File: src/hdl/fbpa_pkg.sv
// Shared constants, types and codes for the fixed block pool allocator.
// No dependencies; every other file refers to it by scoped names.
`default_nettype none

package fbpa_pkg;

    // Pool geometry. BLOCK_BYTES must be a power of two.
    localparam int NUM_BLOCKS  = 32;
    localparam int BLOCK_BYTES = 128;

    localparam int ADDR_W = 32;
    localparam int FREE_W = 6;
    localparam int IDX_W  = (NUM_BLOCKS > 1) ? $clog2(NUM_BLOCKS) : 1;
    localparam int OFF_W  = $clog2(BLOCK_BYTES);
    localparam int CNT_W  = $clog2(NUM_BLOCKS + 1);
    localparam logic [ADDR_W-1:0] SPAN = ADDR_W'(NUM_BLOCKS * BLOCK_BYTES);

    typedef logic [IDX_W-1:0]  idx_t;
    typedef logic [CNT_W-1:0]  cnt_t;
    typedef logic [FREE_W-1:0] free_cnt_t;
    typedef logic [ADDR_W-1:0] addr_t;

    typedef enum logic {
        KIND_REQUEST = 1'b0,
        KIND_RELEASE = 1'b1
    } kind_t;

    typedef enum logic [1:0] {
        STATUS_OK          = 2'd0,
        STATUS_BAD_RELEASE = 2'd1,
        STATUS_EMPTY       = 2'd2
    } status_t;

    typedef struct packed {
        kind_t kind;
        addr_t block_addr;
    } in_item_t;

    typedef struct packed {
        status_t   status;
        addr_t     granted_addr;
        free_cnt_t free_count;
    } out_item_t;

    // Control from the sequencer to the free ring
    typedef struct packed {
        logic rd_en;     // read the entry at the head pointer
        logic pop;       // advance the head pointer
        logic push;      // write push_idx at the tail pointer
        idx_t push_idx;
    } ring_ctrl_t;

    typedef enum logic {
        ST_IDLE,
        ST_EXEC
    } state_t;

endpackage

`default_nettype wire

File: src/hdl/fbpa_ring.sv
// Free ring: block index memory with head/tail pointers.
// Depends on fbpa_pkg. Reset contents come from an overlay, not a sweep.
`default_nettype none

module fbpa_ring (
    input  wire logic                aclk,
    input  wire logic                aresetn,
    input  wire fbpa_pkg::ring_ctrl_t ctrl,
    output fbpa_pkg::idx_t           rd_idx
);

    localparam fbpa_pkg::idx_t LAST_IDX = fbpa_pkg::idx_t'(fbpa_pkg::NUM_BLOCKS - 1);

    fbpa_pkg::idx_t ring_mem [fbpa_pkg::NUM_BLOCKS];

    fbpa_pkg::idx_t head_reg, head_next;
    fbpa_pkg::idx_t tail_reg, tail_next;
    logic           wrapped_reg, wrapped_next;
    fbpa_pkg::idx_t rd_data_reg;
    fbpa_pkg::idx_t dflt_reg;
    logic           written_reg;

    // Pointer advance with wrap at the pool size
    always_comb begin
        head_next    = head_reg;
        tail_next    = tail_reg;
        wrapped_next = wrapped_reg;
        if (ctrl.pop) begin
            head_next = (head_reg == LAST_IDX) ? '0 : head_reg + 1'b1;
        end
        if (ctrl.push) begin
            tail_next = (tail_reg == LAST_IDX) ? '0 : tail_reg + 1'b1;
            if (tail_reg == LAST_IDX) begin
                wrapped_next = 1'b1;
            end
        end
    end

    always_ff @(posedge aclk) begin
        if (!aresetn) begin
            head_reg    <= '0;
            tail_reg    <= '0;
            wrapped_reg <= 1'b0;
        end else begin
            head_reg    <= head_next;
            tail_reg    <= tail_next;
            wrapped_reg <= wrapped_next;
        end
    end

    // Memory: one write port at the tail, one registered read at the head
    always_ff @(posedge aclk) begin
        if (ctrl.push) begin
            ring_mem[tail_reg] <= ctrl.push_idx;
        end
        if (ctrl.rd_en) begin
            rd_data_reg <= ring_mem[head_reg];
        end
    end

    // Pushes fill entries in order from zero, so an entry has been written
    // once the tail has passed it. Until then it holds its reset index.
    always_ff @(posedge aclk) begin
        if (ctrl.rd_en) begin
            written_reg <= wrapped_reg || (head_reg < tail_reg);
            dflt_reg    <= LAST_IDX - head_reg;
        end
    end

    assign rd_idx = written_reg ? rd_data_reg : dflt_reg;

endmodule

`default_nettype wire

File: src/hdl/fbpa_rel_check.sv
// Release address check: null, range, alignment, full-pool and double-release tests.
// Depends on fbpa_pkg.
`default_nettype none

module fbpa_rel_check (
    input  wire fbpa_pkg::addr_t              block_addr,
    input  wire fbpa_pkg::addr_t              heap_base,
    input  wire logic [fbpa_pkg::NUM_BLOCKS-1:0] free_map,
    input  wire fbpa_pkg::cnt_t               free_total,
    output logic                              rel_ok,
    output fbpa_pkg::idx_t                    rel_idx
);

    fbpa_pkg::addr_t offset;
    logic            in_range;
    logic            aligned;

    // Offset from the pool base, modulo 2^32
    assign offset   = block_addr - heap_base;
    assign in_range = offset < fbpa_pkg::SPAN;
    assign aligned  = (offset[fbpa_pkg::OFF_W-1:0] == '0);
    assign rel_idx  = offset[fbpa_pkg::OFF_W +: fbpa_pkg::IDX_W];

    always_comb begin
        rel_ok = (block_addr != '0) && in_range && aligned
              && (free_total < fbpa_pkg::cnt_t'(fbpa_pkg::NUM_BLOCKS));
        if (rel_ok && free_map[rel_idx]) begin
            rel_ok = 1'b0;
        end
    end

endmodule

`default_nettype wire

File: src/hdl/fixed_block_pool_allocator_unit.sv
// Flow: an accepted item is registered along with the free ring read at the head; the sequencer
// then commits the pop or push and registers the result. A new item is taken only in idle,
// after the previous item has committed. Output backpressure holds back the commit.
// Reset (synchronous, aresetn low): ring reads as indices 31 down to 0 through a written
// overlay, no clearing pass; all blocks free; heap_base is 0.
`default_nettype none

module fixed_block_pool_allocator_unit (
    input  wire logic                aclk,
    input  wire logic                aresetn,
    input  wire logic                cfg_wr_en,
    input  wire fbpa_pkg::addr_t     cfg_wr_data,
    input  wire logic                s_valid,
    output logic                     s_ready,
    input  wire fbpa_pkg::in_item_t  s_item,
    output logic                     m_valid,
    input  wire logic                m_ready,
    output fbpa_pkg::out_item_t      m_item
);

    fbpa_pkg::state_t    state_reg, state_next;
    fbpa_pkg::in_item_t  item_reg;
    fbpa_pkg::addr_t     heap_base_reg;
    logic [fbpa_pkg::NUM_BLOCKS-1:0] free_map_reg, free_map_next;
    fbpa_pkg::cnt_t      free_total_reg, free_total_next;
    logic                m_valid_reg, m_valid_next;
    fbpa_pkg::out_item_t m_item_reg, m_item_next;

    fbpa_pkg::ring_ctrl_t ring_ctrl;
    fbpa_pkg::idx_t       rd_idx;
    logic                 rel_ok;
    fbpa_pkg::idx_t       rel_idx;
    logic                 fire;
    logic                 is_req;
    logic                 req_ok;
    logic                 push_ok;
    fbpa_pkg::addr_t      grant_addr;

    fbpa_ring u_ring (
        .aclk    (aclk),
        .aresetn (aresetn),
        .ctrl    (ring_ctrl),
        .rd_idx  (rd_idx)
    );

    fbpa_rel_check u_rel_check (
        .block_addr (item_reg.block_addr),
        .heap_base  (heap_base_reg),
        .free_map   (free_map_reg),
        .free_total (free_total_reg),
        .rel_ok     (rel_ok),
        .rel_idx    (rel_idx)
    );

    assign is_req  = (item_reg.kind == fbpa_pkg::KIND_REQUEST);
    assign req_ok  = is_req && (free_total_reg != '0);
    assign push_ok = !is_req && rel_ok;

    // Next state
    always_comb begin
        state_next = state_reg;
        case (state_reg)
            fbpa_pkg::ST_IDLE: begin
                if (s_valid) begin
                    state_next = fbpa_pkg::ST_EXEC;
                end
            end
            fbpa_pkg::ST_EXEC: begin
                if (!m_valid_reg || m_ready) begin
                    state_next = fbpa_pkg::ST_IDLE;
                end
            end
            default: state_next = fbpa_pkg::ST_IDLE;
        endcase
    end

    // Sequencer outputs
    always_comb begin
        s_ready = 1'b0;
        fire    = 1'b0;
        case (state_reg)
            fbpa_pkg::ST_IDLE: s_ready = 1'b1;
            fbpa_pkg::ST_EXEC: fire    = !m_valid_reg || m_ready;
            default: begin
                s_ready = 1'b0;
                fire    = 1'b0;
            end
        endcase
        ring_ctrl.rd_en    = s_valid && s_ready;
        ring_ctrl.pop      = fire && req_ok;
        ring_ctrl.push     = fire && push_ok;
        ring_ctrl.push_idx = rel_idx;
    end

    // Granted address: base plus index times block size
    assign grant_addr = heap_base_reg
        + {{(fbpa_pkg::ADDR_W - fbpa_pkg::IDX_W - fbpa_pkg::OFF_W){1'b0}},
           rd_idx, {fbpa_pkg::OFF_W{1'b0}}};

    // Free bitmap, free count and result item
    always_comb begin
        free_map_next   = free_map_reg;
        free_total_next = free_total_reg;
        if (ring_ctrl.pop) begin
            free_map_next[rd_idx] = 1'b0;
            free_total_next       = free_total_reg - 1'b1;
        end
        if (ring_ctrl.push) begin
            free_map_next[rel_idx] = 1'b1;
            free_total_next        = free_total_reg + 1'b1;
        end

        m_item_next.free_count   = fbpa_pkg::free_cnt_t'(free_total_next);
        m_item_next.granted_addr = req_ok ? grant_addr : '0;
        if (is_req) begin
            m_item_next.status = req_ok ? fbpa_pkg::STATUS_OK : fbpa_pkg::STATUS_EMPTY;
        end else begin
            m_item_next.status = rel_ok ? fbpa_pkg::STATUS_OK : fbpa_pkg::STATUS_BAD_RELEASE;
        end

        m_valid_next = m_valid_reg && !m_ready;
        if (fire) begin
            m_valid_next = 1'b1;
        end
    end

    // Control state
    always_ff @(posedge aclk) begin
        if (!aresetn) begin
            state_reg      <= fbpa_pkg::ST_IDLE;
            heap_base_reg  <= '0;
            free_map_reg   <= '1;
            free_total_reg <= fbpa_pkg::cnt_t'(fbpa_pkg::NUM_BLOCKS);
            m_valid_reg    <= 1'b0;
        end else begin
            state_reg      <= state_next;
            free_map_reg   <= free_map_next;
            free_total_reg <= free_total_next;
            m_valid_reg    <= m_valid_next;
            if (cfg_wr_en) begin
                heap_base_reg <= cfg_wr_data;
            end
        end
    end

    // Payload registers
    always_ff @(posedge aclk) begin
        if (s_valid && s_ready) begin
            item_reg <= s_item;
        end
        if (fire) begin
            m_item_reg <= m_item_next;
        end
    end

    assign m_valid = m_valid_reg;
    assign m_item  = m_item_reg;

    // The ring is never read and written in the same cycle
    a_no_rw_overlap: assert property (@(posedge aclk) disable iff (!aresetn)
        !(ring_ctrl.rd_en && (ring_ctrl.push || ring_ctrl.pop)))
        else $error("ring read overlaps a pop or push");

    // Free count tracks the bitmap
    a_count_matches_map: assert property (@(posedge aclk) disable iff (!aresetn)
        $countones(free_map_reg) == int'(free_total_reg))
        else $error("free count disagrees with free bitmap");

    // A popped block must have been free
    a_pop_was_free: assert property (@(posedge aclk) disable iff (!aresetn)
        ring_ctrl.pop |-> free_map_reg[rd_idx])
        else $error("granted a block that was not free");

    // An item accepted while no result is pending yields a result once the sequencer fires
    a_result_follows: assert property (@(posedge aclk) disable iff (!aresetn)
        (s_valid && s_ready && !m_valid_reg) |=> ##1 m_valid_reg)
        else $error("accepted item produced no result");

endmodule

`default_nettype wire
File: config.mk
export PLATFORM = sky130hd
export DESIGN_NAME = fixed_block_pool_allocator_unit
export DESIGN_NICKNAME = d
export VERILOG_FILES = /design/src/hdl/fbpa_pkg.sv /design/src/hdl/fbpa_ring.sv /design/src/hdl/fbpa_rel_check.sv /design/src/hdl/fixed_block_pool_allocator_unit.sv
export SDC_FILE = /design/constraint.sdc
export NUM_CORES = 1
export LEC_CHECK = 0
export ABC_AREA = 1
export BUFFER_PORTS_ARGS = -buffer_cell sky130_fd_sc_hd__buf_2
export CORE_UTILIZATION = 55
export CTS_CLUSTER_DIAMETER = 40
export DETAILED_ROUTE_END_ITERATION = 12
export PLACE_DENSITY_LB_ADDON = 0.08
export SYNTH_ARGS = -nofsm -noshare
export SYNTH_HDL_FRONTEND = slang
export SYNTH_SLANG_ARGS = --single-unit
File: constraint.sdc
create_clock -name aclk -period 4 [get_ports aclk]
set_clock_uncertainty 0.15 [all_clocks]
set_input_delay 1.2 -clock aclk [delete_from_list [all_inputs] [get_ports aclk]]
set_output_delay 1.2 -clock aclk [all_outputs]
set_load 0.005 [all_outputs]
* Word-level counts from Yosys, hierarchy flattened
Memory sizes are Yosys's and may differ from the RTL's. A register that Yosys moved wholly into a read port is not among the register bits.
Cells that the tools add are included.
** Word-level totals
- Logic and storage cells :: 82
- Latch bits :: 0
- Memories :: 1
- Memory bits (read-only) :: 0
- Memory bits (writable) :: 160
- Bits in registers :: 162
** Memory list
- u_ring.ring_mem :: depth 32, bits a word 5, read ports 1, clocked after Yosys merged registers in 1, write ports 1, line fbpa_ring.sv:14 : fbpa_pkg::idx_t ring_mem [fbpa_pkg::NUM_BLOCKS];
** Operators by class
- Shift-type cells :: 0
- Multipliers :: 0
- Divide/modulo/power cells :: 0
- Multiplexer cells :: 25
- Equality and inequality tests :: 2
- Reductions and logical operators :: 20
- $lt $le $gt $ge :: 7
- Add/subtract/negate cells :: 7
- Bitwise gates (word level) :: 5
** Operators by type and width (count)
- $mux W32 :: 2
- $add A32 B12 Y32 :: 1
- $and A32 B32 Y32 :: 1
- $lt A32 B13 Y1 const B :: 1
- $not A32 Y32 :: 1
- $or A32 B32 Y32 :: 1
- $reduce_bool A32 Y1 :: 1
- $sub A32 B32 Y32 :: 1
- $mux W5 :: 3
- $logic_and A1 B1 Y1 :: 12
- $lt A5 B6 Y1 const B :: 2
- $mux W1 :: 12
- $mux W6 :: 2
- $add A5 B1 Y5 const B :: 2
- $demux W1 S5 :: 2
- $eq A5 B5 Y1 const B :: 2
- $ge A5 B1 Y1 const B :: 2
- $logic_not A7 Y1 :: 1
- $add A6 B1 Y6 const B :: 1
- $lt A6 B6 Y1 const B :: 1
- $reduce_bool A6 Y1 :: 1
- $sub A6 B1 Y6 const B :: 1
- $bmux W1 S5 :: 1
- $lt A5 B5 Y1 :: 1
- other kinds (7) :: 11

* Depth between registers and ports, before layout
- Depth after elaboration :: 11
- Gate-level depth with buffers :: 26
- Gate-level depth less buffers :: 24

* Hierarchy
From an unflattened synthesis, not the netlist that was laid out.
** Unflattened totals
- Cells, all modules :: 2075
- Area, all modules :: 17186.5 um^2
** By module, submodules not included
- fbpa_ring :: cells each 686, area an instance 7683.6 um^2, times used 1
- fixed_block_pool_allocator_unit :: cells each 680, area an instance 6152.2 um^2, times used 1
- fbpa_rel_check :: cells each 709, area an instance 3350.7 um^2, times used 1

* Worst setup path after synthesis
Ideal clock, no wire load.
- Path type :: input-to-reg
- Start point :: in s_valid
- End point :: reg item_reg[0] in the netlist's numbering, enable pin
- Path slack :: 0.298 ns
- Arrival :: 3.105 ns
- Cell stages on the path :: 2
- Cells stage by stage :: inv_1 > nor2_1
** RTL lines
- from (decl) :: line fixed_block_pool_allocator_unit.sv:13 : input wire logic s_valid,
- to (signal assigned) :: line fixed_block_pool_allocator_unit.sv:149 : item_reg <= s_item;
- to (decl) :: line fixed_block_pool_allocator_unit.sv:22 : fbpa_pkg::in_item_t item_reg;

* Worst setup path after layout
- Start point :: reg u_ring.written_reg
- End point :: reg m_item_reg (netlist bit m_item[37]), data pin
** Between the ends
- Cells in the longest elaborated chain, start to end :: 2
** RTL lines
- from (decl) :: line fbpa_ring.sv:21 : logic written_reg;
- from (signal assigned) :: line fbpa_ring.sv:65 : written_reg <= wrapped_reg || (head_reg < tail_reg);
- $mux W5 :: line fbpa_ring.sv:70 : assign rd_idx = written_reg ? rd_data_reg : dflt_reg;
- $add A32 B12 Y32 :: line fixed_block_pool_allocator_unit.sv:97 : + {{(fbpa_pkg::ADDR_W - fbpa_pkg::IDX_W - fbpa_pkg::OFF_W){1'b0}},
- to (signal assigned) :: line fixed_block_pool_allocator_unit.sv:152 : m_item_reg <= m_item_next;
- to (decl) :: line fixed_block_pool_allocator_unit.sv:27 : fbpa_pkg::out_item_t m_item_reg, m_item_next;
No other way between the ends.
A chain may end at the register's enable or synchronous reset.

==> results.sh <==
export IMPL_initial_utilization=0.5641
export IMPL_cp_start_kind="flop"
export IMPL_via_per_inst=5.759
export IMPL_die_height_um=174.5
export IMPL_yosysMostFrequentCell="nand2_1"
export IMPL_worstSkewPairLatency_ps=540
export IMPL_antenna_found_initial=1
export IMPL_required_ps=4120
export IMPL_p_sw_mw=2.595
export IMPL_drive_gt1_frac=0.1391
export IMPL_grt_overflow=0
export IMPL_cts_root_buf="clkbuf_16"
export IMPL_combPwrFrac=0.161
export IMPL_end_kind="flop"
export IMPL_n_fill_cell=2385
export IMPL_synth_top_flop_cell="edfxtp_1"
export IMPL_design_die_area_um2=30450
export IMPL_crit_top_cell="inv_1"
export IMPL_cts_max_level=2
export IMPL_finalHoldViolCount=0
export IMPL_clkTransAtPathRegs_ps=60
export IMPL_synth_warnings=0
export IMPL_ys_seq_area_frac=0.5492
export IMPL_coreArea_um2=29010
export IMPL_path_max_fanout=9
export IMPL_crit_path_top_delay_cell="edfxtp_1"
export IMPL_min_period_ps=3726
export IMPL_synth_area_leaders="edfxtp_1 45%, dfxtp_1 10%, nand2_1 8.5%"
export IMPL_grt_max_degree=84
export IMPL_synth_top_area_frac=0.4477
export IMPL_largest_reg_flops=160
export IMPL_die_w_um=174.5
export IMPL_tightest_slew_ps=796.7
export IMPL_crit_type="flop to flop"
export IMPL_hold_class="flop to flop"
export IMPL_holdWs_ps=311.9
export IMPL_hpwl_um=32120
export IMPL_p_int_mw=6.598
export IMPL_synth_distinct_cells=42
export IMPL_sw_frac_of_total=0.2823
export IMPL_ctsHoldBuffers=0
export IMPL_drt_wirelength_per_cell_um=18.76
export IMPL_cp_startpoint="u_ring.written_reg$_DFFE_PP_"
export IMPL_place_ws_ps=141.5
export IMPL_drtAntennaViolNets=0
export IMPL_portBuffers=111
export IMPL_rrSetupSlack_ps=270
export IMPL_setup_ws_ps=274.4
export IMPL_r2r_start="u_ring.written_reg$_DFFE_PP_"
export IMPL_avgSynthCellArea_um2=8.876
export IMPL_fmax_ghz=0.2684
export IMPL_cts_buffers=42
export IMPL_crit_chain="buf_4, o21ai_0, inv_1, ha_1, inv_1, fa_1, inv_1, a21oi_1, nor2_1, nor2_1, nor2_1, o21ai_1, nor3_2, nand2_1, inv_1, nand2_1, inv_1, nand3_1, inv_1, nand4_1, nor2_1, nor3b_1"
export IMPL_drv_cap=0
export IMPL_drv_slew=0
export IMPL_outcome="complete, no violations"
export IMPL_area_growth_synth_to_final_pct=16.97
export IMPL_cpPeakStageDelay_ps=350
export IMPL_fin_crit_sh=0.9314
export IMPL_synth_common_cells="371 x nand2_1, 244 x edfxtp_1, 225 x nor2_1"
export IMPL_wirelength_um=45390
export IMPL_setup_viol=0
export IMPL_synth_area_um2=16370
export IMPL_synth_top_area_cell="edfxtp_1"
export IMPL_grt_pass1_wl_um=71120
export IMPL_slew_headroom=0.4688
export IMPL_io_pins=112
export IMPL_p_clk_frac=0.414
export IMPL_ys_seq_elements=327
export IMPL_power_density_nw_per_um2=480.2
export IMPL_grt_use_total=0.3007
export IMPL_finalNetCount=2122
export IMPL_drc_errors=0
export IMPL_cts_sinks=327
export IMPL_grt_pass1_vias=13018
export IMPL_vdd_ir_drop_max_v=0.0004002
export IMPL_cts_tree="done"
export IMPL_worstPathArrival_ps=3850
export IMPL_gp_congestion=1.009
export IMPL_p_seq_frac=0.424
export IMPL_vias=13932
export IMPL_clk_path_buf_depth=3
export IMPL_row_count=62
export IMPL_postSynthCellCount=1844
export IMPL_hp_start="u_ring.wrapped_reg$_SDFFE_PN0P_"
export IMPL_dr_pass1_iters=6
export IMPL_async_flop_share=0
export IMPL_syn_nets=1966
export IMPL_drt_iter0_markers=1457
export IMPL_synth_edff_count=244
export IMPL_p_leak_nw=7.724
## logic make-up (layout without fill, tap and decap cells)
logic type	Yosys count	after routing	share of synthesized area
buf+inv	252	442	0.05978
compound gates	387	387	0.1333
flops	327	327	0.5492
other cells	0	1	0
simple gates	818	818	0.2123
fa+ha+maj	52	52	0.04067
xor+xnor	8	8	0.004740
## cells in the final DEF (no fill, tap or decap), drive strengths merged
cell type	n
bufinv	4
clkinvlp	4
o21bai	5
nand3b	10
edfxtp	244
nand2	381
a21boi	1
nor3	56
ha	50
o22ai	20
nor4	4
nand3	109
a31oi	2
buf	175
a21o	2
nor2	231
a21oi	119
dfxtp	83
a211oi	1
inv	190
nor3b	6
nand4	20
o221ai	20
diode	1
fa	2
o21ai	172
or2	1
xor2	4
clkinv	20
o211ai	5
o31ai	32
clkbuf	49
xnor2	4
o21a	8
## critical path: cells and delay by family (launching register included)
family,cells,cell delay [ps]
AOI/OAI and AO/OA,3,350
adders and majority gates,2,550
buffers and inverters,7,760
DFF,1,350
and+or+nand+nor,10,1290
## metrics by stage
step / TNS, ps / power, mW / std cells / util / instance area, µm²
floorplan: 0 / 4.892 / 1844 / - / 16370
global placement: 0 / 5.403 / 2338 / 0.6080 / 17640
detailed placement: 0 / 5.410 / 2338 / 0.6080 / 17640
CTS: 0 / 9.202 / 2416 / 0.6578 / 19090
global route: -14.09 / 9.538 / 2418 / 0.6598 / 19140
finish: 0 / 9.193 / 2419 / 0.6599 / 19140
## power groups by stage
stage	sequential, mW	combinational, mW	clock (mW)
6_report	3.90	1.48	3.81
5_1_grt	3.91	1.64	3.99
4_1_cts	3.90	1.45	3.85
3_5_place_dp	3.97	1.44	0
3_3_place_gp	3.97	1.44	0
2_1_floorplan	3.96	0.930	0
## repair_timing
item | in CTS | in global routing
gates resized for setup | 0 | 9
setup buffers | 0 | 2
endpoints found under the hold margin | 0 | 0
endpoints found under the setup margin | 0 | 98
## routing by layer
metal	up-vias	part of all wire	GRT usage	routed length, µm
li1	6697	-	-	-
met1	6461	0.45	0.4470	20580
met2	689	0.43	0.4505	19660
met3	85	0.091	0.05140	4133
met4	0	0.022	0.08841	1019
met5	-	0	0	0
## final timing paths
path	endpoint	cells after the start
max	m_item[37]$_SDFFCE_PN0P_	22
max reg2reg	m_item[37]$_SDFFCE_PN0P_	22
min reg2reg	u_ring.wrapped_reg$_SDFFE_PN0P_	2
min	u_ring.wrapped_reg$_SDFFE_PN0P_	2
## area by class of cell
class / instances / area [µm²] / area share
Tap cell: 384 / 480.5 / 0.02510
Inverter: 189 / 709.4 / 0.03706
Antenna cell: 1 / 2.502 / 0.0001307
Clock inverter: 29 / 316.6 / 0.01653
Clock buffer: 49 / 1129 / 0.05895
Timing Repair Buffer: 175 / 1061 / 0.05542
Sequential cell: 327 / 8990 / 0.4696
Multi-Input combinational cell: 1265 / 6456 / 0.3372
Power figures use the tool's default switching activity.
